===== src/sse_pkg.sv =====
// shared types and constants of the sparse set engine
package sse_pkg;

  localparam int ID_W = 10;
  localparam int CNT_OUT_W = 11;

  typedef enum logic [1:0] {
    OP_ADD    = 2'd0,
    OP_REMOVE = 2'd1,
    OP_POP    = 2'd2,
    OP_CLEAR  = 2'd3
  } opcode_t;

  typedef struct packed {
    opcode_t           opcode;
    logic [ID_W-1:0]   item_id;
  } in_t;

  typedef struct packed {
    logic [ID_W-1:0]      popped_id;
    logic                 set_was_empty;
    logic                 was_member;
    logic [CNT_OUT_W-1:0] member_count;
  } out_t;

endpackage


===== src/sse_seq.sv =====
// sequencer: member check, add, swap-remove, pop and clear over the two rams
module sse_seq #(
  parameter int UNIVERSE = 1024,
  parameter int IDX_W    = $clog2(UNIVERSE)
) (
  input  logic                  clk,
  input  logic                  rst_n,
  input  logic                  in_valid,
  output logic                  in_ready,
  input  sse_pkg::in_t          in_data,
  output logic                  out_valid,
  input  logic                  out_ready,
  output sse_pkg::out_t         out_data,
  output logic [IDX_W-1:0]      slot_raddr,
  input  logic [IDX_W-1:0]      slot_rdata,
  output logic                  slot_we,
  output logic [IDX_W-1:0]      slot_waddr,
  output logic [IDX_W-1:0]      slot_wdata,
  output logic [IDX_W-1:0]      dense_raddr,
  input  logic [sse_pkg::ID_W-1:0] dense_rdata,
  output logic                  dense_we,
  output logic [IDX_W-1:0]      dense_waddr,
  output logic [sse_pkg::ID_W-1:0] dense_wdata
);

  import sse_pkg::*;

  localparam int CNT_W = $clog2(UNIVERSE + 1);

  typedef enum logic [4:0] {
    S_IDLE  = 5'b00001,
    S_LOOK  = 5'b00010,
    S_CHECK = 5'b00100,
    S_LAST  = 5'b01000,
    S_DONE  = 5'b10000
  } state_t;

  state_t          state_r, state_nxt;
  logic [CNT_W-1:0] count_r, count_nxt;
  opcode_t         op_r, op_nxt;
  logic [ID_W-1:0] id_r, id_nxt;
  logic [IDX_W-1:0] slot_r, slot_nxt;
  out_t            out_r, out_nxt;

  logic [CNT_W-1:0] cnt_m1;
  logic [31:0]      in_id_wide, id_wide, moved_wide;
  logic             in_range, hit;

  assign in_ready  = (state_r == S_IDLE);
  assign out_valid = (state_r == S_DONE);
  assign out_data  = out_r;

  assign cnt_m1     = count_r - 1'b1;
  assign in_id_wide = 32'(in_data.item_id);
  assign id_wide    = 32'(id_r);
  assign moved_wide = 32'(dense_rdata);
  assign in_range   = in_id_wide < 32'(UNIVERSE);

  assign slot_raddr = in_id_wide[IDX_W-1:0];

  always_comb begin
    state_nxt   = state_r;
    count_nxt   = count_r;
    op_nxt      = op_r;
    id_nxt      = id_r;
    slot_nxt    = slot_r;
    out_nxt     = out_r;
    hit         = 1'b0;
    slot_we     = 1'b0;
    slot_waddr  = id_wide[IDX_W-1:0];
    slot_wdata  = count_r[IDX_W-1:0];
    dense_we    = 1'b0;
    dense_waddr = count_r[IDX_W-1:0];
    dense_wdata = id_r;
    dense_raddr = cnt_m1[IDX_W-1:0];

    case (state_r)
      S_IDLE: begin
        if (in_valid) begin
          op_nxt  = in_data.opcode;
          id_nxt  = in_data.item_id;
          out_nxt = '0;
          case (in_data.opcode)
            OP_ADD, OP_REMOVE: begin
              state_nxt = in_range ? S_LOOK : S_DONE;
            end
            OP_POP: begin
              if (count_r == '0) begin
                out_nxt.set_was_empty = 1'b1;
                state_nxt = S_DONE;
              end else begin
                // dense[count-1] is read on this edge
                state_nxt = S_LAST;
              end
            end
            OP_CLEAR: begin
              count_nxt = '0;
              state_nxt = S_DONE;
            end
            default: state_nxt = S_DONE;
          endcase
        end
      end
      S_LOOK: begin
        dense_raddr = slot_rdata;
        slot_nxt    = slot_rdata;
        state_nxt   = S_CHECK;
      end
      S_CHECK: begin
        // an unwritten slot entry falls through to not a member
        if ((32'(slot_r) < 32'(count_r)) && (dense_rdata == id_r)) begin
          hit = 1'b1;
        end
        out_nxt.was_member = hit;
        state_nxt = S_DONE;
        case (op_r)
          OP_ADD: begin
            if (!hit && (32'(count_r) < 32'(UNIVERSE))) begin
              dense_we  = 1'b1;
              slot_we   = 1'b1;
              count_nxt = count_r + 1'b1;
            end
          end
          OP_REMOVE: begin
            if (hit) begin
              state_nxt = S_LAST;
            end
          end
          default: ;
        endcase
      end
      S_LAST: begin
        count_nxt = cnt_m1;
        state_nxt = S_DONE;
        if (op_r == OP_POP) begin
          out_nxt.popped_id = dense_rdata;
        end else begin
          // move last member into the freed slot
          dense_we    = 1'b1;
          dense_waddr = slot_r;
          dense_wdata = dense_rdata;
          slot_we     = moved_wide < 32'(UNIVERSE);
          slot_waddr  = moved_wide[IDX_W-1:0];
          slot_wdata  = slot_r;
        end
      end
      S_DONE: begin
        if (out_ready) begin
          state_nxt = S_IDLE;
        end
      end
      default: state_nxt = S_IDLE;
    endcase

    if (state_nxt == S_DONE && state_r != S_DONE) begin
      out_nxt.member_count = CNT_OUT_W'(count_nxt);
    end
  end

  always_ff @(posedge clk) begin
    if (!rst_n) begin
      state_r <= S_IDLE;
      count_r <= '0;
    end else begin
      state_r <= state_nxt;
      count_r <= count_nxt;
    end
  end

  always_ff @(posedge clk) begin
    op_r   <= op_nxt;
    id_r   <= id_nxt;
    slot_r <= slot_nxt;
    out_r  <= out_nxt;
  end

endmodule


===== config.mk =====
export PLATFORM = sky130hd
export DESIGN_NAME = sse_seq
export DESIGN_NICKNAME = d
export VERILOG_FILES = /design/src/sse_pkg.sv /design/src/sse_seq.sv
export SDC_FILE = /design/constraint.sdc
export NUM_CORES = 1
export LEC_CHECK = 0
export BUFFER_PORTS_ARGS = -buffer_cell sky130_fd_sc_hd__buf_2
export CAP_MARGIN = 20
export CORE_ASPECT_RATIO = 0.75
export CORE_MARGIN = 5
export CORE_UTILIZATION = 50
export DETAILED_ROUTE_END_ITERATION = 12
export PLACE_DENSITY = 0.79
export SETUP_SLACK_MARGIN = 0.3
export SLEW_MARGIN = 20
export SYNTH_ARGS = -nofsm -noshare
export SYNTH_HDL_FRONTEND = slang
export SYNTH_SLANG_ARGS = --single-unit

===== constraint.sdc =====
create_clock -name clk -period 5.4 [get_ports clk]
set_clock_uncertainty 0.2 [all_clocks]
set_input_delay 0.54 -clock clk [delete_from_list [all_inputs] [get_ports clk]]
set_output_delay 0.54 -clock clk [all_outputs]
set_load 0.01 [all_outputs]

==> results.md <==
- Result of the run: complete, no violations
- Fraction of the cycle the final worst path needs: 72.3%
- Maximum number of pins on one net before global-route repair: 23
- DIE HEIGHT: 86.1 um
- Critical path class: reg -> out
- Setup Buffers After CTS: 0
- Most instantiated library cell after synthesis: sky130_fd_sc_hd__edfxtp_1
- Root Buffer: sky130_fd_sc_hd__clkbuf_8
- Number of buffers added on ports: 122
- CP endpoint kind: output port
- Number of nets still failing antenna checks after routing: 0
- Cell area after synthesis: 3860 um2
- Post-synth net total: 444
- Detailed Route Iter0 Violations: 375
- Setup repair after global routing missed its margin: no
- Final Routed Wirelength: 11000 um
- Starting Density: 51.9%
- Number of failing hold endpoints at the final stage: 0
- Delay of the slowest critical-path stage: 0.77 ns
- Drt wl/cell: 18.7 um
- Routability-driven placement congestion ratio: 0.949
- Number of rows in the core area: 27
- Adder-cell share of the synthesized area: 3.57%
- Critical path startpoint category: flop
- Dpl cells: 570
- Wire length on met2: 4840 um
- Xor and xnor fraction of the mapped netlist area: 4.54%
- Top fanout value on the critical path: 22
- Via Count: 3467
- Synth Area in Compound Gates: 16.1%
- Wire length on met1: 4830 um
- Hold-fix buffers at CTS: 0
- Area enclosed by the die boundary: 9590 um2
- Top-level port count: 123
- Source-to-sink clock delay at the later pin of the worst-skew pair: 0.34 ns
- Clk sink count: 61
- Cells resized by post-CTS repair: 0
- Finish-stage setup viols: 0
- Grt total ovfl: 0
- Max-slew headroom at the worst pin: 29.3%
- Sum of buffers and inverters on the critical path: 1
- Count of flip-flops with a built-in enable after synthesis: 45
- Slew at the pin closest to its max-slew limit: 1.06 ns
- Area contributors post-synth: sky130_fd_sc_hd__edfxtp_1 35%, sky130_fd_sc_hd__dfxtp_1 8.3%, sky130_fd_sc_hd__buf_4 6.2%
- Count of state elements after synthesis: 61
- Ys async rst share: 0%
- CTS tree: yes
- Nets@finish: 527
- Global-route usage over all layers: 22.9%
- Syn. warnings: 0
- Antenna violations before repair: 0
- CP delay by family, top: simple AND/OR/NAND/NOR gates
- Detailed-routed wire length on met3: 1110 um
- Worst Hold Class: in -> reg
- Htree depth: 3
- Cell taking the most area after synthesis: sky130_fd_sc_hd__edfxtp_1
- First-pass GRT wire length: 17300 um
- Uppermost layer routed: met4
- Share of cell area taken by muxes after synthesis: 6.10%
- Clock-pin slew reported for the worst setup and hold paths after clock tree synthesis: 0.07 ns
- Die boundary width: 111 um
- Synthesized instance count: 397
- Max Cap Viol: 0
- Area share of the largest cell type after synthesis: 35.0%
- Inserted Diodes: 0
- Simple-gate area share of the yosys netlist: 16.0%
- Vias per inst: 5.92
- Post-route setup TNS: 0 ns
- Number of design rule violations left after detail routing: 0
- Time the worst path needs with I/O delays and setup: 3.91 ns
- Vias in the first global route: 3360
- Pins Over Slew Limit: 0
- Cell with the largest stage delay on the worst path: sky130_fd_sc_hd__nor2b_1
- Non-Filler Instances: 586
- Seq/Total Area, Yosys: 43.3%
- Post-synthesis cell type count: 55
- Leak: 0.00191 uW
- Mean instance size in the synthesized netlist: 9.72 um2
- Share of layout cells above drive strength 1: 34.6%
- Peak VDD IR: 0.000163 V
- Total CTS buffers: 9
- Cells traversed along the worst timing path: nor2b_1 -> and2_1 -> o21ai_2 -> mux2_2 -> buf_2
- Primary FF master, synth: sky130_fd_sc_hd__edfxtp_1
- Detailed-routing iteration count for the pre-antenna-repair pass: 5
- Post-detail-place hpwl: 8050 um
- Main combinational cell family by area after synthesis: compound AO/OA/AOI/OAI gates
- Worst-case clock buffer depth: 2
- Worst Path Required: 4.66 ns
- CP arrival: 3.17 ns
- Fmax: 256 MHz
- Power density over the cells: 295 nW/um2
- Area of the placeable core: 7430 um2
- Synth cell count leaders: 45 x sky130_fd_sc_hd__edfxtp_1, 36 x sky130_fd_sc_hd__a21oi_1, 32 x sky130_fd_sc_hd__buf_4, 29 x sky130_fd_sc_hd__nor2_1, 20 x sky130_fd_sc_hd__mux2_2
- Relative area change from synthesis to final layout: 16.9%
## worst register-to-register path: stages (launching register included)
cell,delay (ns)
sky130_fd_sc_hd__dfxtp_1,0.57
sky130_fd_sc_hd__inv_1,0.14
sky130_fd_sc_hd__ha_1,0.33
sky130_fd_sc_hd__a21o_1,0.16
sky130_fd_sc_hd__a31oi_1,0.14
sky130_fd_sc_hd__o21ai_0,0.17
sky130_fd_sc_hd__a21oi_1,0.76
sky130_fd_sc_hd__o21ai_0,0.29
sky130_fd_sc_hd__a311oi_1,0.34
## final timing paths
kind,from,end,slack [ns],depth (start not counted)
max,state_r[3],dense_wdata[5],1.49,5
min reg2reg,count_r[9],count_r[9],0.47,2
max reg2reg,count_r[2],out_data[0],2.12,8
min,in_data[8],id_r[8],0.18,1
## area by class of cell
type                            count  area [um2]
Fill cell                         639        2920
Multi-Input combinational cell    265        1790
Timing Repair Buffer              126         641
Clock buffer                       12         145
Clock inverter                      4        72.6
Inverter                           17        63.8
Sequential cell                    61        1670
Tap cell                          101         126
## power by group
group	total [uW]	leakage (uW)	switching [uW]	internal, uW
sequential	587	0.000568	25.5	561
combinational	290	0.00124	184	106
clock	455	0.000107	183	272
total	1330	0.00191	393	939
## cell usage in the layout (no fill, tap or decap), types with 3 or more instances in the layout
cell type	Yosys	layout
sky130_fd_sc_hd__and3_1	16	16
sky130_fd_sc_hd__inv_1	16	16
sky130_fd_sc_hd__edfxtp_1	45	45
sky130_fd_sc_hd__buf_4	32	4
sky130_fd_sc_hd__xnor2_1	10	10
sky130_fd_sc_hd__o21ai_0	16	15
sky130_fd_sc_hd__a31oi_1	5	5
sky130_fd_sc_hd__a311oi_1	3	3
sky130_fd_sc_hd__dfxtp_1	16	16
sky130_fd_sc_hd__clkbuf_8	0	10
sky130_fd_sc_hd__nand2_1	19	19
sky130_fd_sc_hd__nor2_1	29	29
sky130_fd_sc_hd__nor3_1	17	17
sky130_fd_sc_hd__nand3_1	11	11
sky130_fd_sc_hd__nor4_1	3	3
sky130_fd_sc_hd__ha_1	11	11
sky130_fd_sc_hd__mux2_2	20	20
sky130_fd_sc_hd__a21oi_1	36	36
sky130_fd_sc_hd__a21o_1	4	4
sky130_fd_sc_hd__buf_2	5	122
sky130_fd_sc_hd__o211ai_1	5	5
sky130_fd_sc_hd__xor2_1	10	10
sky130_fd_sc_hd__or3_1	4	4
sky130_fd_sc_hd__o311ai_0	3	3
sky130_fd_sc_hd__a211oi_1	5	5
sky130_fd_sc_hd__nand4_1	6	6
## state kept, by name, indices dropped and copies added (netlist names)
name,count
id_r,10
slot_r,10
count_r,11
state_r,5
op_r,2
out_data,23
## kinds of logic (layout without fill, tap and decap cells)
| group | Yosys count | after routing |
|---|---|---|
| and+or+nand+nor | 118 | 118 |
| AOI/OAI and AO/OA | 95 | 95 |
| buffers and inverters | 71 | 159 |
| DFF | 61 | 61 |
| muxes | 21 | 21 |
| xor gates and xnor gates | 20 | 20 |
| adders and majority gates | 11 | 11 |
## through the flow
step | worst slack (ns) | total power (uW) | hold WS, ns | cell area (um2) | util [%]
2_1_floorplan | 2.38 | 776 | 0.363 | 3860 | -
3_3_place_gp | 1.92 | 878 | 0.455 | 4290 | 57.7
3_5_place_dp | 1.93 | 883 | 0.453 | 4290 | 57.7
4_1_cts | 1.56 | 1330 | 0.172 | 4510 | 60.7
5_1_grt | 1.39 | 1390 | 0.161 | 4510 | 60.7
6_report | 1.49 | 1330 | 0.179 | 4510 | 60.7
## routing by layer
layer	track usage (%)	vias to the layer above
met3	6.42	28
met2	34.8	208
met1	31.9	1624
met4	7.07	0
met5	0	-
li1	-	1607
(Power assumes the default switching activity.)
